File: src/vcpd_ram.sv
`timescale 1ns / 1ps
// ============================================================================
// vcpd_ram - single-port line buffer RAM
// Read-before-write at one address per enabled cycle, registered read data.
// ============================================================================
module vcpd_ram #(
  parameter int AW = 6,
  parameter int DW = 1
) (
  input  logic          clk,
  input  logic          en,
  input  logic [AW-1:0] addr,
  input  logic [DW-1:0] wdata,
  output logic [DW-1:0] rdata
);

  logic [DW-1:0] mem [2**AW];
  logic [DW-1:0] rdata_r;

  // Old contents come out as the new bit goes in
  always_ff @(posedge clk) begin
    if (en) begin
      rdata_r   <= mem[addr];
      mem[addr] <= wdata;
    end
  end

  assign rdata = rdata_r;

endmodule

File: config.mk
export PLATFORM = sky130hd
export DESIGN_NAME = vcpd_ram
export DESIGN_NICKNAME = d
export VERILOG_FILES = /design/src/vcpd_ram.sv
export SDC_FILE = /design/constraint.sdc
export NUM_CORES = 1
export LEC_CHECK = 0
export BUFFER_PORTS_ARGS = -buffer_cell sky130_fd_sc_hd__buf_4
export CAP_MARGIN = 10
export CORE_UTILIZATION = 40
export DETAILED_ROUTE_END_ITERATION = 10
export SKIP_CTS_REPAIR_TIMING = 1
export SYNTH_ARGS = -nofsm -noshare
export SYNTH_HDL_FRONTEND = slang
export SYNTH_SLANG_ARGS = --single-unit
File: constraint.sdc
create_clock -name clk -period 2.9 [get_ports clk]
set_clock_uncertainty 0.05 [all_clocks]
set_input_delay 0.725 -clock clk [delete_from_list [all_inputs] [get_ports clk]]
set_output_delay 0.725 -clock clk [all_outputs]
set_load 0.02 [all_outputs]
==> results of run 1 <==
-- Yosys cell counts (all sizes together) --
cell type	number	area, um2
nand3	7	35.03
o22ai	2	12.51
buf	10	60.05
nand4	2	12.51
o221a	1	11.26
a2111oi	1	15.01
nor2b	3	18.77
nor4bb	2	20.02
edfxtp	65	1952
inv	1	3.750
nor2	72	272.8
a41oi	1	8.760
nand3b	5	37.54
a21o	2	15.01
a22oi	3	22.52
mux2i	7	70.07
nand2	6	22.52
a21oi	3	15.01
clkbuf	5	18.77
mux4	8	195.2
and3	3	18.77
a31oi	3	18.77
or3	1	6.260
or3b	4	35.03
a221oi	1	15.01
a2bb2oi	2	17.52
mux2	3	33.78
-- worst max-delay path, stage by stage --
cell and delay [ns]:
buf_4 0.31, mux4_2 0.55, mux2i_1 0.14, nor2_1 0.07
a2111oi_2 0.34, nand4_1 0.13
-- worst max-delay path by stage --
stage               endpoint
finish                 rdata
global route           rdata
CTS                    rdata
detailed placement     rdata
global placement       rdata
floorplan              rdata
-- routing by layer --
metal  share of wire  GRT usage
met1            0.47     0.2209
met2            0.49     0.2812
met3           0.032    0.04713
met4           0.012    0.06891
met5               0          0
-- power groups by stage --
stage | registers [mW] | clock network, mW | logic, mW
2_1_floorplan | 1.07 | 0 | 0.0817
3_3_place_gp | 1.06 | 0 | 0.125
3_5_place_dp | 1.06 | 0 | 0.126
4_1_cts | 1.04 | 0.797 | 0.127
5_1_grt | 1.04 | 0.824 | 0.138
6_report | 1.04 | 0.777 | 0.126
-- cell type report --
type	instances	share of cell area
Clock buffer	9	0.03746
Clock inverter	7	0.02308
Inverter	1	0.001135
Multi-Input combinational cell	142	0.2811
Sequential cell	65	0.5902
Tap cell	99	0.03746
Timing Repair Buffer	13	0.02951
-- per-stage QoR --
stage | utilization | instance area (um2) | setup WS [ns] | hold WS [ns]
after floorplan | - | 2964 | 0.6511 | 0.6546
after global placement | 0.4306 | 3107 | 0.3313 | 0.6946
after detailed placement | 0.4306 | 3107 | 0.3094 | 0.7021
after CTS | 0.4584 | 3307 | 0.6820 | 0.5570
after global routing | 0.4584 | 3307 | 0.5891 | 0.5674
final | 0.4584 | 3307 | 0.6759 | 0.5733
-- logic make-up (layout without fill, tap and decap cells) --
| group | Yosys count | count (layout) | share of synthesized area |
|---|---|---|---|
| AOI/OAI and AO/OA | 19 | 19 | 0.05107 |
| buffers and inverters | 16 | 30 | 0.02786 |
| DFF | 65 | 65 | 0.6585 |
| muxes | 18 | 18 | 0.1009 |
| and+or+nand+nor | 105 | 105 | 0.1617 |
-- sequential cells by signal, indices dropped and copies added (netlist names) --
name   count
mem       64
rdata      1
==> results.toml, run 1 <==
[final_layout]
seqCellArea_mm2 = 0.001952
fin_nets = 241
final_common_cell = "nor2_1"
drive_gt1_frac = 0.1857
num-fill-cells = 719
area_growth_pct = 11.57
multiInputGateArea_um2 = 929.6
diodes = 0
layout_common_cells = "nor2_1, edfxtp_1, buf_4"
finalNonFillerCells = 336

[timing]
setup_viol = 0
hold_viol_final = 0
setup_tns_ns = 0
rsz0062_at_grt = "false"
max_freq_ghz = 0.4496
period_share = 0.7669
relSlewSlack = 0.6089
final_max_slew_viol_count = 0
tightest_slew_ns = 0.5854
finalCriticalPeriod_ns = 2.224

[clocking]
cts.sinks = 65
clock_latency_ns = 0.35
clockBufferDepth = 2
numCtsBuffers = 9
tritoncts = "built"
cts.clk_slew.worst_paths_ns = 0.07
htreeDepth = 3
ctsRootBufferMaster = "clkbuf_8"

[global_routing]
grt_usage = 0.1730
grt_pass1_vias = 1765
antenna_found_initial = 0
grt_overflow_total = 0
grt_pass1_wl_um = 9342
grt_start_max_net_pins = 65

[min_path]
holdPathStages = 1
hold_class = "in2reg"
holdPathEnd = "rdata"
hp-start = "en"

[drt]
vias = 1788
viasPerCell = 5.321
wirelength_um = 6026
ant_nets = 0
drc = 0
drtPass1Iterations = 5
drt_iter0_markers = 115
routedWlPerCell_um = 17.93

[die]
die_area_mm2 = 0.007758
core-area_mm2 = 0.007214
initial_utilization = 0.4109
boundaryPins = 10
die_h_um = 88.08
dieWidth_um = 88.08
rows = 31

[yosys]
ys.warnings.count = 0
synth_nets = 232
ys_ff_latch = 65
avgSynthCellArea_um2 = 13.29
syn-cell-area_mm2 = 0.002964
ys_types = 32
ys_seq_area_frac = 0.6585
postSynthCellCount = 223

[worst_setup_path]
cp-end-kind = "register"
worstReg2RegEnd = "rdata"
cp.arrival_ns = 2.26
critPathKind = "in2reg"
cp_data_required_time_ns = 2.94
crit_path_start_kind = "input pin"
crit_start = "addr[0]"
reg2reg_from = "mem[20]"
r2r_cells = 5
path_max_fanout = 27
rrSetupSlack_ns = 1.07

[power_and_ir_drop]
p_per_area_mw_per_mm2 = 588.6
p_int_mw = 1.488
power_frac_comb = 0.065
power_mw = 1.946
pwr-share-seq = 0.536
power.switching_mw = 0.4582
swShare = 0.2354
p_leak_nw = 1.037
clockPowerShare = 0.399
vdd_ir_drop_max_v = 0.0003266

[run]
cap_violations = 0

[placement]
gp_congestion = 0.7155
place_hpwl_um = 3589
portBuffers = 9
placedCellCount = 320

[outcome]
outcome = "complete, no violations"
(Power assumes the default switching activity.)
==> inputs of run 2 (changes only) <==
==> constraint.sdc (replaced) <==
create_clock -name clk -period 2.1 [get_ports clk]
set_clock_uncertainty 0.05 [all_clocks]
set_input_delay 0.525 -clock clk [delete_from_list [all_inputs] [get_ports clk]]
set_output_delay 0.525 -clock clk [all_outputs]
set_load 0.02 [all_outputs]
==> run 2 against run 1 <==
Worst hold slack got worse by 0.19 ns. Count of clock-buffer cells in the layout did not move. Global-route usage fell by 0.058 points. Critical path depth did not move. Wire length barely moved. First-iteration DRC count rose by 15%. Core utilization rose by 2.8 points. Critical endpoint unchanged. Largest power group unchanged.
==> results.toml, run 2 (same netlist as run 1, synthesis figures left out) <==
[die]
core-area_mm2 = 0.007214
initial_utilization = 0.4109
die_h_um = 88.08
die_area_mm2 = 0.007758
rows = 31
boundaryPins = 10
dieWidth_um = 88.08

[power_and_ir_drop]
p_per_area_mw_per_mm2 = 829.9
clockPowerShare = 0.438
power_frac_comb = 0.068
power.switching_mw = 0.6073
pwr-share-seq = 0.494
swShare = 0.2083
vdd_ir_drop_max_v = 0.0003814
p_int_mw = 2.308
p_leak_nw = 1.151

[placement]
gp_congestion = 0.7795
place_hpwl_um = 3927
portBuffers = 9
place_ws_ns = -0.1553

[clocking]
cts.clk_slew.worst_paths_ns = 0.07
ctsRootBufferMaster = "clkbuf_8"
numCtsBuffers = 9
htreeDepth = 3
tritoncts = "built"
cts.sinks = 65
clockBufferDepth = 2
clock_latency_ns = 0.35

[timing]
max_freq_ghz = 0.5320
setup_viol = 0
setup_tns_ns = 0
period_share = 0.8951
hold_viol_final = 0
fin_ws_ns = 0.2203
tightest_slew_ns = 0.5411
holdWs_ns = 0.3857
relSlewSlack = 0.6393
rsz0062_at_grt = "false"
final_max_slew_viol_count = 0
finalCriticalPeriod_ns = 1.880

[final_layout]
diodes = 0
drive_gt1_frac = 0.2490
fin_nets = 261
final_core_util = 0.4868
regMostFlops = "mem"
area_growth_pct = 18.49
largest_register_ffs = 64
num-fill-cells = 668
layout_common_cells = "nor2_1, edfxtp_1, buf_4"
final_common_cell = "nor2_1"

[worst_setup_path]
cp-end-kind = "register"
path_max_fanout = 6
reg2reg_from = "mem[23]"
cp_data_required_time_ns = 2.14
crit_path_start_kind = "input pin"
worstReg2RegEnd = "rdata"
cp.arrival_ns = 1.91
r2r_cells = 5
crit_start = "addr[0]"
rrSetupSlack_ns = 0.23
critPathKind = "in2reg"

[min_path]
hp-start = "en"
holdPathEnd = "rdata"
hold_class = "in2reg"
holdPathStages = 1

[outcome]
outcome = "complete, no violations"

[global_routing]
grt_overflow_total = 0
grt_pass1_wl_um = 9225
grt_start_max_net_pins = 65
grt_pass1_vias = 1760
grt_usage = 0.1724
antenna_found_initial = 0

[drt]
drtPass1Iterations = 4
viasPerCell = 5.185
wirelength_um = 6027
routedWlPerCell_um = 16.93
vias = 1846
ant_nets = 0
drc = 0
drt_iter0_markers = 132

[run]
cap_violations = 0
## run 2: changes by cell type in the layout (fill, tap and decap cells not counted), sizes merged
cell    previous run  this run
buf               13        33
bufinv             1         3
inv                3         1
## run 2: power groups by stage
stage	logic [mW]	registers, mW	clock network (mW)
5_1_grt	0.216	1.44	1.35
3_3_place_gp	0.197	1.47	0
3_5_place_dp	0.200	1.47	0
4_1_cts	0.201	1.44	1.31
2_1_floorplan	0.113	1.47	0
6_report	0.197	1.44	1.28
## run 2: area by class of cell
type	count	area, um2	share of cell area
flip-flops and latches	65	1952	0.5558
multi-input cells	142	929.6	0.2647
repair buffers	33	260.3	0.07410
clock buffers	9	123.9	0.03527
well taps	99	123.9	0.03527
clock inverters	7	118.9	0.03384
inverters	1	3.754	0.001069
## run 2: per-layer routing
metal / share of wire / global-route usage
met5: 0 / 0
met4: 0.023 / 0.08944
met3: 0.029 / 0.04807
met2: 0.48 / 0.2636
met1: 0.46 / 0.2251
## run 2: worst max path at each step
stage               endpoint  cells after the start
floorplan              rdata                      6
global placement       rdata                      6
detailed placement     rdata                      6
CTS                    rdata                      5
global route           rdata                      5
finish                 rdata                      6
## run 2: critical path, cell delays in order
cell,delay [ns]
buf_4,0.15
mux4_2,0.51
mux2i_1,0.14
nor2_1,0.07
a2111oi_2,0.39
nand4_1,0.14
## run 2: stage by stage
step | total power [mW] | instance area (um2) | std cells
final | 2.915 | 3512 | 356
after global routing | 3.009 | 3512 | 356
after CTS | 2.948 | 3512 | 356
after detailed placement | 1.669 | 3269 | 340
after global placement | 1.667 | 3269 | 340
after floorplan | 1.584 | 2964 | 223
==> inputs of run 3 (changes only) <==
==> constraint.sdc (replaced) <==
create_clock -name clk -period 2.1 [get_ports clk]
set_clock_uncertainty 0.05 [all_clocks]
set_input_delay 0 -clock clk [delete_from_list [all_inputs] [get_ports clk]]
set_output_delay 0 -clock clk [all_outputs]
set_load 0.02 [all_outputs]
==> run 3 against run 2 <==
First-iteration DRC count rose by 9.8%. Worst setup slack improved by 0.067 ns. Die area did not move. Largest power group unchanged. Non-clock buffer count is 19 lower. Final cell count is 5.3% lower. Core utilization decreased by 3.2 points. Global-route usage fell by 0.078 points. Sequential power hardly changed. Maximum frequency up 3.7%. Critical endpoint unchanged. Combinational power fell by 10%.
==> results.toml, run 3 (same netlist as run 1, synthesis figures left out) <==
[timing]
setup_viol = 0
rsz0062_at_grt = "false"
max_freq_ghz = 0.5517
relSlewSlack = 0.5895
setup_tns_ns = 0
period_share = 0.8632
final_max_slew_viol_count = 0
tightest_slew_ns = 0.6145
finalCriticalPeriod_ns = 1.813
hold_viol_final = 0

[die]
die_area_mm2 = 0.007758
dieWidth_um = 88.08
initial_utilization = 0.4109
rows = 31
boundaryPins = 10
die_h_um = 88.08
core-area_mm2 = 0.007214

[power_and_ir_drop]
vdd_ir_drop_max_v = 0.0002802
p_leak_nw = 1.025
p_per_area_mw_per_mm2 = 763.2

[worst_setup_path]
rrSetupSlack_ns = 0.29
cp.arrival_ns = 1.83
r2r_cells = 5
crit_start = "mem[22]"
cp-end-kind = "register"
path_max_fanout = 1
cp_data_required_time_ns = 2.12
reg2reg_from = "mem[22]"
crit_path_start_kind = "register"
critPathKind = "reg2reg"

[clocking]
numCtsBuffers = 9
cts.clk_slew.worst_paths_ns = 0.07
htreeDepth = 3
cts.sinks = 65
clock_latency_ns = 0.33
clockBufferDepth = 2
ctsRootBufferMaster = "clkbuf_8"
tritoncts = "built"

[final_layout]
final_core_util = 0.4544
num-fill-cells = 708
finalNonFillerCells = 337
fin_nets = 242
final_common_cell = "nor2_1"
largest_register_ffs = 64
drive_gt1_frac = 0.1765
diodes = 0
layout_common_cells = "nor2_1, edfxtp_1, buf_4"
regMostFlops = "mem"
area_growth_pct = 10.60

[placement]
gp_congestion = 0.7455
place_hpwl_um = 3657
portBuffers = 9
placedCellCount = 320

[drt]
drc = 0
drtPass1Iterations = 4
routedWlPerCell_um = 17.99
viasPerCell = 5.312
drt_iter0_markers = 145
ant_nets = 0
vias = 1790
wirelength_um = 6063

[global_routing]
grt_pass1_vias = 1655
grt_usage = 0.1716
grt_pass1_wl_um = 9370
antenna_found_initial = 0
grt_start_max_net_pins = 65
grt_overflow_total = 0

[outcome]
outcome = "complete, no violations"

[min_path]
holdPathStages = 1
hp-start = "wdata"
hold_class = "in2reg"

[run]
cap_violations = 0
run 3: cell count changes in the layout (fill, tap and decap cells not counted):
cell,before,now
dlygate4sd3_1,0,1
clkinv_2,1,3
clkinv_1,0,2
buf_12,1,0
bufinv_16,3,0
clkinv_4,1,0
buf_4,32,13
run 3: final cells by class:
| class | instances | area, um2 | share of cell area |
|---|---|---|---|
| repair buffers | 14 | 107.6 | 0.03282 |
| well taps | 99 | 123.9 | 0.03779 |
| flip-flops and latches | 65 | 1952 | 0.5954 |
| clock buffers | 9 | 123.9 | 0.03779 |
| inverters | 1 | 3.754 | 0.001145 |
| multi-input cells | 142 | 929.6 | 0.2836 |
| clock inverters | 7 | 37.54 | 0.01145 |
run 3: routing by layer:
layer	global-route usage	vias to the layer above	share of wire
met4	0.05718	0	0.0087
met3	0.03959	6	0.047
li1	-	847	-
met1	0.2422	896	0.46
met2	0.2629	41	0.49
met5	0	-	0
run 3: critical path: stages (launching register included):
cell	delay [ns]
edfxtp_1	0.37
mux4_2	0.47
mux2i_1	0.14
nor2_1	0.07
a2111oi_2	0.34
nand4_1	0.12
run 3: where the power goes:
group          switching (mW)  internal, mW
Combinational           0.112        0.0643
Clock                   0.471         0.413
Sequential            0.00295          1.44
run 3: per-stage QoR:
stage / area (um2) / power [mW] / worst slack [ns] / hold WS, ns
floorplan: 2964 / 1.584 / 0.3901 / 0.04887
global placement: 3107 / 1.644 / 0.2955 / 0.2115
detailed placement: 3107 / 1.646 / 0.2367 / 0.2041
CTS: 3268 / 2.526 / 0.2592 / -0.1429
global route: 3278 / 2.596 / 0.2103 / 0.1597
finish: 3278 / 2.502 / 0.2873 / 0.1499
run 3: path summary, 6_finish.rpt:
check            end
max            rdata
min          mem[31]
max reg2reg    rdata
min reg2reg    rdata
