==> config.mk <==
export PLATFORM = sky130hd
export DESIGN_NAME = vcpd_cell
export DESIGN_NICKNAME = d
export VERILOG_FILES = /design/src/vcpd_pkg.sv /design/src/vcpd_ram.sv /design/src/vcpd_cell.sv
export SDC_FILE = /design/constraint.sdc
export NUM_CORES = 1
export LEC_CHECK = 0
export ABC_AREA = 1
export BUFFER_PORTS_ARGS = -buffer_cell sky130_fd_sc_hd__buf_2
export CELL_PAD_IN_SITES_DETAIL_PLACEMENT = 0
export CELL_PAD_IN_SITES_GLOBAL_PLACEMENT = 1
export CORE_AREA = 3 3 116 118
export DETAILED_ROUTE_END_ITERATION = 8
export DIE_AREA = 0 0 119 121
export PLACE_DENSITY = 0.8
export SYNTH_ARGS = -nofsm -noshare
export SYNTH_HDL_FRONTEND = slang
export SYNTH_SLANG_ARGS = --single-unit
==> constraint.sdc <==
create_clock -name clk -period 1.5 [get_ports clk]
set_input_delay 0.15 -clock clk [delete_from_list [all_inputs] [get_ports clk]]
set_output_delay 0.15 -clock clk [all_outputs]
set_load 0.01 [all_outputs]
==> src/vcpd_pkg.sv <==
`timescale 1ns / 1ps
// ============================================================================
// vcpd_pkg - shared types and constants for the voxel corner point detector
// Volume limits, buffer address widths, request payload types and the
// register map used by the cells and the top level.
// ============================================================================
package vcpd_pkg;

  // Volume limits and label width
  localparam int MAX_X      = 64;
  localparam int MAX_Y      = 64;
  localparam int MAX_Z      = 64;
  localparam int LABEL_BITS = 16;

  // Field and register widths
  localparam int SIZE_W  = 7;
  localparam int LABEL_W = 16;
  localparam int CFG_AW  = 4;
  localparam int CFG_DW  = 32;

  // Coordinate counters
  localparam int X_W = (MAX_X > 1) ? $clog2(MAX_X) : 1;
  localparam int Y_W = (MAX_Y > 1) ? $clog2(MAX_Y) : 1;
  localparam int Z_W = (MAX_Z > 1) ? $clog2(MAX_Z) : 1;

  // Line buffers: a row delay is at most MAX_X-1 deep, a plane delay MAX_X*MAX_Y-1
  localparam int PLANE_MAX = MAX_X * MAX_Y;
  localparam int ROW_AW    = X_W;
  localparam int PLANE_AW  = (PLANE_MAX > 1) ? $clog2(PLANE_MAX) : 1;
  localparam int PLANE_W   = $clog2(PLANE_MAX + 1);

  // Fill latency before the first voxel can be judged
  localparam int LAG_MAX = PLANE_MAX + MAX_X + 1;
  localparam int LAG_W   = $clog2(LAG_MAX + 1);

  // Input request
  typedef struct packed {
    logic               func;
    logic [LABEL_W-1:0] voxel_label;
  } in_t;

  // Result request
  typedef struct packed {
    logic [SIZE_W-1:0] pos_x;
    logic [SIZE_W-1:0] pos_y;
    logic [SIZE_W-1:0] pos_z;
    logic              is_member;
    logic              is_corner;
    logic              last;
  } out_t;

  // 3x3 membership taps of one plane, indexed [row][column]
  typedef logic [2:0][2:0] tap_t;

  // Register map (word index)
  typedef enum logic [1:0] {
    REG_CELL_LABEL = 2'd0,
    REG_SIZE_X     = 2'd1,
    REG_SIZE_Y     = 2'd2,
    REG_SIZE_Z     = 2'd3
  } reg_idx_t;

  // Size register to working extent: zero acts as one, clamp at the limit
  function automatic logic [SIZE_W-1:0] eff_size(input logic [SIZE_W-1:0] s,
                                                 input int lim);
    logic [SIZE_W-1:0] r;
    if (s == '0) begin
      r = SIZE_W'(1);
    end else if (int'(s) > lim) begin
      r = SIZE_W'(lim);
    end else begin
      r = s;
    end
    return r;
  endfunction

endpackage

==> src/vcpd_ram.sv <==
`timescale 1ns / 1ps
// ============================================================================
// vcpd_ram - single-port line buffer RAM
// Read-before-write at one address per enabled cycle, registered read data.
// ============================================================================
module vcpd_ram #(
  parameter int AW = 6,
  parameter int DW = 1
) (
  input  logic          clk,
  input  logic          en,
  input  logic [AW-1:0] addr,
  input  logic [DW-1:0] wdata,
  output logic [DW-1:0] rdata
);

  logic [DW-1:0] mem [2**AW];
  logic [DW-1:0] rdata_r;

  // Old contents come out as the new bit goes in
  always_ff @(posedge clk) begin
    if (en) begin
      rdata_r   <= mem[addr];
      mem[addr] <= wdata;
    end
  end

  assign rdata = rdata_r;

endmodule

==> src/vcpd_cell.sv <==
`timescale 1ns / 1ps
// ============================================================================
// vcpd_cell - one plane slice of the 3x3x3 membership window
// Holds three rows of three taps; two row-delay buffers of sx-1 entries
// (plus the read register) space the rows one volume row apart.
// ============================================================================
module vcpd_cell (
  input  logic                        clk,
  input  logic                        adv,
  input  logic                        sx_one,
  input  logic [vcpd_pkg::ROW_AW-1:0] row_ptr,
  input  logic                        bit_in,
  output vcpd_pkg::tap_t              taps
);
  import vcpd_pkg::*;

  logic r0_d1_r, r0_d2_r;
  logic r1_d1_r, r1_d2_r;
  logic r2_d1_r, r2_d2_r;
  logic row1_q, row2_q;
  logic row1_d0, row2_d0;

  // Row delays; a one-voxel row degenerates to a single register
  vcpd_ram #(.AW(ROW_AW), .DW(1)) u_row1 (
    .clk   (clk),
    .en    (adv),
    .addr  (row_ptr),
    .wdata (bit_in),
    .rdata (row1_q)
  );

  assign row1_d0 = sx_one ? r0_d1_r : row1_q;

  vcpd_ram #(.AW(ROW_AW), .DW(1)) u_row2 (
    .clk   (clk),
    .en    (adv),
    .addr  (row_ptr),
    .wdata (row1_d0),
    .rdata (row2_q)
  );

  assign row2_d0 = sx_one ? r1_d1_r : row2_q;

  // Column shift within each row
  always_ff @(posedge clk) begin
    if (adv) begin
      r0_d1_r <= bit_in;
      r0_d2_r <= r0_d1_r;
      r1_d1_r <= row1_d0;
      r1_d2_r <= r1_d1_r;
      r2_d1_r <= row2_d0;
      r2_d2_r <= r2_d1_r;
    end
  end

  // Tap [r][d] is d voxels and r rows older than the slice input
  assign taps[0][0] = bit_in;
  assign taps[0][1] = r0_d1_r;
  assign taps[0][2] = r0_d2_r;
  assign taps[1][0] = row1_d0;
  assign taps[1][1] = r1_d1_r;
  assign taps[1][2] = r1_d2_r;
  assign taps[2][0] = row2_d0;
  assign taps[2][1] = r2_d1_r;
  assign taps[2][2] = r2_d2_r;

endmodule

==> results of run 1 <==
area by class of cell:
| cell class | count | area, µm² | share of cell area |
|---|---|---|---|
| Tap cell | 172 | 215 | 0.0294 |
| Inverter | 29 | 111 | 0.0152 |
| Multi-Input combinational cell | 416 | 1670 | 0.228 |
| Sequential cell | 136 | 4080 | 0.558 |
| Clock inverter | 14 | 158 | 0.0215 |
| Clock buffer | 18 | 429 | 0.0586 |
| Timing Repair Buffer | 75 | 649 | 0.0887 |
report_power, final:
group | switching, mW | internal (mW) | leakage, nW
registers | 0.0107 | 4.26 | 1.23
clock network | 1.55 | 2.59 | 0.270
logic | 0.452 | 0.275 | 1.52
path summary, 6_finish.rpt:
path           start      endpoint  slack [ns]  depth (start not counted)
min reg2reg  r2_d1_r       r2_d2_r        0.45                          0
min              adv  u_row2.rdata        0.06                          1
max          r0_d1_r       taps[3]        0.02                          3
max reg2reg  r0_d1_r       r1_d1_r        0.09                          3
layout by cell type (no fill, tap or decap), drive strengths merged:
| cell | netlist | final |
|---|---|---|
| nor3 | 9 | 9 |
| edfxtp | 136 | 136 |
| inv | 29 | 29 |
| nor2 | 83 | 83 |
| clkinvlp | 0 | 5 |
| mux2 | 2 | 2 |
| bufbuf | 0 | 2 |
| nand2 | 291 | 291 |
| clkinv | 0 | 6 |
| nand3 | 12 | 12 |
| buf | 27 | 73 |
| bufinv | 0 | 3 |
| o211ai | 6 | 6 |
| or2 | 5 | 5 |
| clkbuf | 3 | 18 |
| o21ai | 8 | 8 |
sequential cells by signal, summed over array words and instances, names as in the netlist:
name          count
u_row1.mem       64
u_row2.mem       64
r2_d2_r           1
r1_d1_r           1
u_row1.rdata      1
r2_d1_r           1
r0_d1_r           1
r0_d2_r           1
u_row2.rdata      1
r1_d2_r           1
kinds of logic after synthesis:
kind of cell,count (synthesis),synth area share
AO/OA/AOI/OAI,14,0.0149
flip-flops,136,0.673
AND/OR/NAND/NOR,400,0.256
buffers and inverters,59,0.0522
multiplexers,2,0.00371
per-layer routing:
layer	up-vias	track usage	part of all wire
met1	2077	0.291	0.45
met3	26	0.0466	0.055
met5	-	0	0
li1	2119	-	-
met2	125	0.333	0.48
met4	0	0.0811	0.021
what timing repair did:
| item | in CTS | in global routing |
|---|---|---|
| pin swaps | 0 | 0 |
| resized for setup | 2 | 1 |
| gates cloned | 2 | 0 |
| setup buffers | 3 | 1 |
| setup endpoints to repair | 1 | 2 |
==> summary.md, run 1 <==
| Metric | Value |
|---|---|
| Outcome | finished, final reports clean |
| Synth warnings | 0 |
| Final worst slack | around 0.022 ns |
| GRT Residual Overflow | 0 |
| Ant. Diodes | 0 |
| Top-Level Pins | 19 |
| Post-Route WL | 14400 µm |
| Most frequent cell after synthesis | nand2_1 |
| CP max-delay cell | edfxtp_1 |
| Vias per Instance | 5.05 |
| H-tree depth | 4 |
| Startpoint types | flip-flop |
| Fraction of registers with async set or reset after synthesis | 0 |
| Synth-to-Final Area Change | 20.6% |
| Yosys top cell area share | 0.673 |
| CP endpoint kind | output port |
| Pleak | 3.03 nW |
| Overall Power | 9.13 mW |
| CTS tree | done |
| Die ar. | 0.0144 mm² |
| Mapped Avg Cell Area | 9.93 µm² |
| Leading area contributor after synthesis | edfxtp_1 |
| Clk_lat worst skew | 0.42 ns |
| Crit path cell chain | mux2_4, buf_12, buf_6 |
| Via count | 4347 |
| Setup TNS | 0 ns |
| Synth Register Bits | 136 |
| Register area share after synthesis | 0.673 |
| CORE AREA | between 0.01 and 0.015 mm² |
| Die extent in y | about 120 µm |
| Synth Cell Area | 0.00607 mm² |
| Routability congestion estimate from global placement | 0.833 |
| Drt drc | 0 |
| Num Clock Sinks | 136 |
| Synth Instances | 611 |
| CTS Buf Count | 17 |
| Dominant synthesized flop cell | edfxtp_1 |
| Drt first pass iters | 5 |
| Worst path top cell family by delay | flip-flops |
| Mapped Nets | approximately 620 |
| Initial Utilization | 0.483 |
| Max cap viols | 0 |
| FP Rows | a little over 40 |
| CTS root buffer | clkbuf_16 |
| Share of cells above drive strength 1 | 0.163 |
| Pre-CTS setup slack | -0.111 ns |
| Final cell count without fillers | 860 |
| Peak Freq | a little under 700 MHz |
| Final min period | 1.48 ns |
| Netlist cell types | 22 |
| Max Transition Viols Final | 0 |
| Hold Crit Class | input port to flip-flop |
| Post-Layout Inst Area | 0.00732 mm² |
| Worst-path fanout max | 2 |
| CP Buf/Inv Count | 2 |
| Post-route ant nets | 0 |
| Cell count after placement | slightly above 800 |
| Total GRT Usage | 0.212 |
| Largest cells by area after synthesis | edfxtp_1 67%, nand2_1 18%, nor2_1 5.0% |
| CTS max path bufs | 2 |
| Detailed placement HPWL | ~9000 µm |
| Largest net degree at the start of global routing | 67 |
| WS Path Type | flip-flop to output port |
| Placed cell areas | 0.00662 mm² |
| First-pass GRT wire length | ~23000 µm |
| Final Cycle Share | 0.986 |
| Worst path max stage delay | 0.38 ns |
| Arr. time, crit path | 1.33 ns |
| Maximum vdd drop | 0.572 mV |
| EDFF count, synth | 136 |
| Unrepaired setup endpoints after global routing | true |
| Chip width | around 120 µm |
| Setup Viol. Count Final | 0 |
| Skew final | between 0.009 and 0.01 ns |
| WP data required | 1.35 ns |
| Power per standard cell area | 1250 mW/mm² |
| Port Buffers | 18 |
| Hold bufs inserted after CTS | 0 |
| Layout net count | 685 |
| Initial antenna violation count | 0 |
| Clock Pin Slew Worst Setup and Hold Paths | 0.05 ns |
| Post-layout util | 0.582 |
| Hold WS | 0.0608 ns |
| Relative max-transition margin | 0.718 |
| Synth cell count leaders | 291 x nand2_1, 136 x edfxtp_1, 80 x nor2_1 |
| Routed WL per cell | 16.8 µm |
| Iteration-0 DRC Markers | between 300 and 400 |
| Fillers | 1085 |
| Number of global-route vias before repair | 4264 |
| Slew @ Worst Pin | 0.419 ns |
| Final hold viol count | 0 |
(Power assumes the default switching activity.)
==> run 2, diff against run 1 <==
- SETUP_SLACK_MARGIN: not set -> 0.15
==> run 2 against run 1 <==
Cell count rose by 0.12%. Combinational power rose by 2%. Sequential cell count did not move. First-iteration DRC count rose by 9.3%. Highest routed layer unchanged. Largest cell class unchanged. Sequential power barely moved.
==> summary.md, run 2 (synthesis results as in run 1) <==
| Metric | Value |
|---|---|
| Drt drc | 0 (unchanged) |
| CTS tree | done |
| CTS max path bufs | 2 (unchanged) |
| Power share of the combinational group | 0.081 (about the same) |
| FP Rows | 41 (unchanged) |
| Vias per Instance | 5.09 (+0.64%) |
| Outcome | finished, final reports clean |
| Port Buffers | 18 (unchanged) |
| Post-layout util | 0.584 (+0.00209) |
| Layout net count | 686 (+0.15%) |
| FF-to-FF End | u_row2.mem[36] |
| R2r setup slk | 0.10 ns (about the same) |
| CTS root buffer | clkbuf_16 |
| Most frequent cells in the layout | 287 x nand2_1, 136 x edfxtp_1, 80 x nor2_1 |
| Pleak | 3.03 nW (+0.13%) |
| Routed WL per cell | 16.9 µm (+0.42%) |
| Cell count after placement | 822 (unchanged) |
| H-tree depth | 4 (unchanged) |
| Final cell count without fillers | 861 (+0.12%) |
| Post-Route WL | 14500 µm (+0.54%) |
| Setup Viol. Count Final | 0 (unchanged) |
| Total GRT Usage | 0.212 (+0.000305) |
| Clock Pin Slew Worst Setup and Hold Paths | 0.05 ns (about the same) |
| Chip width | 119 µm (unchanged) |
| Seq pwr share | 0.467 (about the same) |
| Commonest non-fill, non-tap cell in the layout | nand2_1 |
| Hold Crit Depth | 1 (unchanged) |
| Slew @ Worst Pin | 0.394 ns (-0.0253 ns) |
| Maximum vdd drop | 0.576 mV (+0.66%) |
| Power per standard cell area | 1250 mW/mm² (-0.19%) |
| Min-Delay Endpoint | u_row2.rdata |
| CTS Buf Count | 17 (unchanged) |
| WP data required | 1.35 ns (about the same) |
| Iteration-0 DRC Markers | 365 (+9.3%) |
| Hold Crit Class | input port to flip-flop |
| Initial Utilization | 0.483 (unchanged) |
| Max Transition Viols Final | 0 (unchanged) |
| Post-route ant nets | 0 (unchanged) |
| Worst-path fanout max | 2 (unchanged) |
| Share of cells above drive strength 1 | 0.170 (+0.00702) |
| Peak Freq | 673 MHz (-0.50%) |
| FF/Latch Area | 0.00408 mm² (unchanged) |
| Final Cycle Share | 0.991 (+0.00499) |
| Clk_lat worst skew | 0.42 ns (about the same) |
| Ant. Diodes | 0 (unchanged) |
| Reg2reg start | r0_d1_r |
| Final min period | 1.49 ns (+0.00749 ns) |
| Internal power | 7.13 mW (about the same) |
| Synth-to-Final Area Change | 21.1% |
| Worst Hold Launch | adv |
| Final worst slack | 0.0140 ns (-0.00749 ns) |
| Via count | 4380 (+0.76%) |
| Max cap viols | 0 (unchanged) |
| Biggest regs | u_row1.mem (64), u_row2.mem (64) |
| CP endpoint kind | output port |
| Fillers | 1082 (-0.28%) |
| Num Clock Sinks | 136 (unchanged) |
| GRT Residual Overflow | 0 (unchanged) |
| Die ar. | 0.0144 mm² (unchanged) |
| Number of global-route vias before repair | 4268 (+0.094%) |
| Switch share | 0.221 (+0.000932) |
| Routability congestion estimate from global placement | 0.833 (unchanged) |
| Drt first pass iters | 4 (-1) |
| Largest net degree at the start of global routing | 67 (unchanged) |
| CORE AREA | 0.0126 mm² (unchanged) |
| Top-Level Pins | 19 (unchanged) |
| Multi-input combinational cell area | 0.00168 mm² (+0.67%) |
| Detailed placement HPWL | 8940 µm (unchanged) |
| First-pass GRT wire length | 22800 µm (+0.18%) |
| Initial antenna violation count | 0 (unchanged) |
| Worst Reg-to-Reg Cells | 3 (unchanged) |
| Startpoint types | flip-flop |
| Final hold viol count | 0 (unchanged) |
| Die extent in y | 121 µm (unchanged) |
| Switch Pwr | 2.02 mW (+0.59%) |
| Relative max-transition margin | 0.735 (+0.0170) |
| Skew final | 0.0101 ns (+0.000738 ns) |
| Unrepaired setup endpoints after global routing | true |
| Overall Power | 9.15 mW (+0.17%) |
| Arr. time, crit path | 1.34 ns (about the same) |
| Pre-CTS setup slack | -0.111 ns (unchanged) |
| WS Path Type | flip-flop to output port |
| Clock Power Share | 0.452 (about the same) |
## run 2: power by group through the flow
stage          sequential [mW]  combinational (mW)  clock [mW]
2_1_floorplan             4.35               0.370           0
3_3_place_gp              4.35               0.635           0
3_5_place_dp              4.35               0.645           0
4_1_cts                   4.27               0.735        4.19
5_1_grt                   4.27               0.812        4.35
6_report                  4.27               0.738        4.14
## run 2: worst max-delay path by stage
| stage | cells after the start | from | endpoint | slack [ns] |
|---|---|---|---|---|
| global route | 3 | r0_d1_r | taps[3] | -0.04 |
| floorplan | 6 | row_ptr[0] | u_row1.mem[0] | 0.20 |
| CTS | 3 | r0_d1_r | taps[3] | 0.006 |
| finish | 3 | r0_d1_r | taps[3] | 0.01 |
| detailed placement | 10 | row_ptr[1] | u_row2.rdata | -0.11 |
| global placement | 10 | row_ptr[1] | u_row2.rdata | -0.10 |
## run 2: critical path, cell delays in order, from the launching register on
cell and delay [ns]:
edfxtp_1 0.39, mux2_4 0.29, buf_12 0.13, buf_6 0.11
## run 2: metrics by stage
stage	instance area (µm²)	TNS [ns]	hold slack [ns]
floorplan	6070	0	0.249
global placement	6620	-0.386	0.424
detailed placement	6620	-1.76	0.442
CTS	7330	0	0.0430
global route	7340	-0.0388	0.0588
finish	7340	0	0.0565
## run 2: final cells by class
| type | count | share of cell area |
|---|---|---|
| sequential | 136 | 0.556 |
| clock inverter | 14 | 0.0215 |
| timing repair buffer | 76 | 0.0905 |
| tap | 172 | 0.0293 |
| inverter | 29 | 0.0152 |
| multi-input combinational | 416 | 0.229 |
| clock buffer | 18 | 0.0584 |
## run 2: timing repair
action                                  CTS  global route
pin swaps                                 0             5
gates cloned                              2             0
endpoints found under the setup margin    3            53
hold buffers                              0             0
gates resized for setup                   5             5
buffers inserted                          4             1
## run 2: routing by layer
metal	vias up	track usage	part of all wire
met1	2113	0.292	0.45
met3	23	0.0466	0.051
met5	-	0	0
met2	126	0.333	0.48
li1	2118	-	-
met4	0	0.0811	0.022
==> run 3, diff against run 2 <==
- CORE_AREA: 3 3 116 118 -> 3 3 137 100
- DIE_AREA: 0 0 119 121 -> 0 0 140 103
==> run 3 against run 2 <==
The run now ends with setup timing left. Critical path type unchanged. Final area up 0.65%. Hold slack gained 0.053 ns. Routed wire length rose by 0.70%. Cell count down 1.4%. Power grew 4.9%. Combinational power rose by 2%.
==> summary.md, run 3 (synthesis results as in run 1) <==
| Metric | Value |
|---|---|
| Outcome | finished, violations left |
| Failing checks | setup timing |
| Final hold viol count | 0 (unchanged) |
| CP max-delay cell | edfxtp_1 |
| Die extent in y | 103 µm (-15%) |
| Biggest regs | u_row1.mem (64), u_row2.mem (64) |
| FP Rows | 34 (-17%) |
| Worst Hold Launch | sx_one |
| CORE AREA | 0.0123 mm² (-1.8%) |
| CTS Buf Count | 17 (unchanged) |
| GRT Residual Overflow | 0 (unchanged) |
| CTS root buffer | clkbuf_16 |
| Final cell count without fillers | 849 (-1.4%) |
| Vias per Instance | 5.14 (+1.1%) |
| Worst-path fanout max | 2 (unchanged) |
| Final worst slack | -0.0171 ns (-0.0311 ns) |
| Detailed placement HPWL | 9030 µm (+1.0%) |
| Top-Level Pins | 19 (unchanged) |
| Slew @ Worst Pin | 0.360 ns (-0.0337 ns) |
| Initial Utilization | 0.492 (+0.00906) |
| Min-Delay Endpoint | r2_d1_r |
| CTS max path bufs | 2 (unchanged) |
| Arr. time, crit path | 1.37 ns (+0.03 ns) |
| Die ar. | 0.0144 mm² (+0.15%) |
| Initial antenna violation count | 0 (unchanged) |
| Chip width | 140 µm (+18%) |
| Startpoint types | flip-flop |
| Post-Route WL | 14600 µm (+0.70%) |
| Via count | 4367 (-0.30%) |
| CP endpoint kind | output port |
| Setup Viol. Count Final | 1 (+1) |
| H-tree depth | 4 (unchanged) |
| Skew final | 0.00775 ns (-0.00234 ns) |
| Commonest non-fill, non-tap cell in the layout | nand2_1 |
| Share of cells above drive strength 1 | 0.170 (+0.000494) |
| Final Cycle Share | 1.01 (+0.0208) |
| Layout net count | 684 (-0.29%) |
| Drt first pass iters | 5 (+1) |
| Crit path cell chain | mux2_4, buf_12, buf_6 |
| Overall Power | 9.60 mW (+4.9%) |
| Power per standard cell area | 1300 mW/mm² (+4.3%) |
| Setup TNS | -0.0171 ns (-0.0171 ns) |
| Hold WS | 0.109 ns (+0.0528 ns) |
| FF-to-FF End | u_row2.mem[61] |
| Reg2reg start | r0_d1_r |
| Cell count after placement | 810 (-1.5%) |
| Worst Reg-to-Reg Cells | 3 (unchanged) |
| Synth-to-Final Area Change | 21.9% |
| CTS tree | done |
| Worst path max stage delay | 0.40 ns (about the same) |
| Pleak | 3.07 nW (+1.3%) |
| Routability congestion estimate from global placement | 0.840 (+0.86%) |
| Peak Freq | 659 MHz (-2.1%) |
| Clock Pin Slew Worst Setup and Hold Paths | 0.06 ns (about the same) |
| Iteration-0 DRC Markers | 474 (+30%) |
| Post-route ant nets | 0 (unchanged) |
| Ant. Diodes | 0 (unchanged) |
| Routed WL per cell | 17.2 µm (+2.1%) |
| First-pass GRT wire length | 22700 µm (-0.54%) |
| Post-layout util | 0.599 (+0.0148) |
| Placed cell areas | 0.00661 mm² (-0.23%) |
| Total GRT Usage | 0.212 (-0.000940) |
| CP Buf/Inv Count | 2 (unchanged) |
| Worst path top cell family by delay | flip-flops |
| Unrepaired setup endpoints after global routing | true |
| Clk_lat worst skew | 0.41 ns (about the same) |
| R2r setup slk | 0.06 ns (-0.04 ns) |
| Post-Layout Inst Area | 0.00739 mm² (+0.65%) |
| Num Clock Sinks | 136 (unchanged) |
| Relative max-transition margin | 0.758 (+0.0227) |
| Largest net degree at the start of global routing | 67 (unchanged) |
| Port Buffers | 18 (unchanged) |
| Max cap viols | 0 (unchanged) |
| Maximum vdd drop | 1.09 mV (+90%) |
| Drt drc | 0 (unchanged) |
| Number of global-route vias before repair | 4208 (-1.4%) |
| WP data required | 1.35 ns (about the same) |
| Hold Crit Depth | 2 (+1) |
| Final min period | 1.52 ns (+0.0311 ns) |
| Max Transition Viols Final | 0 (unchanged) |
| Hold Crit Class | input port to flip-flop |
| Most frequent cells in the layout | 288 x nand2_1, 136 x edfxtp_1, 79 x nor2_1 |
| Pre-CTS setup slack | -0.0441 ns (+0.0668 ns) |
| WS Path Type | flip-flop to output port |
## run 3: cell count changes in the layout (fill, tap and decap cells not counted), moves of 3 or more
cell / previous run / this run
buf_4: 50 / 46
clkinvlp_4: 5 / 2
clkinv_1: 3 / 0
inv_6: 0 / 3
## run 3: layout make-up
class,instances,area (µm²)
clock buffer,18,429
clock inverter,14,219
fill,1020,4940
inverter,29,111
multi-input combinational,416,1680
sequential,136,4080
tap,162,203
timing repair buffer,74,667
## run 3: worst max-delay path by stage
stage	slack (ns)	endpoint	startpoint	cells after the start
floorplan	0.20	u_row1.mem[0]	row_ptr[0]	6
global placement	-0.003	u_row1.rdata	row_ptr[0]	13
global route	-0.07	taps[3]	r0_d1_r	3
finish	-0.02	taps[3]	r0_d1_r	3
detailed placement	-0.04	u_row1.mem[41]	row_ptr[1]	5
CTS	-0.04	taps[3]	r0_d1_r	3
## run 3: power breakdown
group / switching [mW] / internal, mW
sequential: 0.0132 / 4.26
combinational: 0.469 / 0.285
clock: 1.61 / 2.96
## run 3: worst register-to-register path, stage by stage (launching register included)
cell	delay [ns]
edfxtp_1	0.40
mux2_4	0.30
buf_4	0.19
bufbuf_16	0.30
## run 3: timing repair
item	4_1_cts	5_1_grt
hold buffers	0	0
setup endpoints to repair	3	28
endpoints found under the hold margin	0	0
pin swaps	2	10
gates resized for setup	3	4
setup buffers	4	0
cloned	2	1
## run 3: layer usage
layer / routed length (µm) / part of all wire / track usage / vias to the layer above
met1: 6730 / 0.46 / 0.293 / 2071
met5: 0 / 0 / 0 / -
li1: - / - / - / 2108
met3: 963 / 0.066 / 0.0487 / 25
met4: 236 / 0.016 / 0.0707 / 0
met2: 6690 / 0.46 / 0.336 / 163
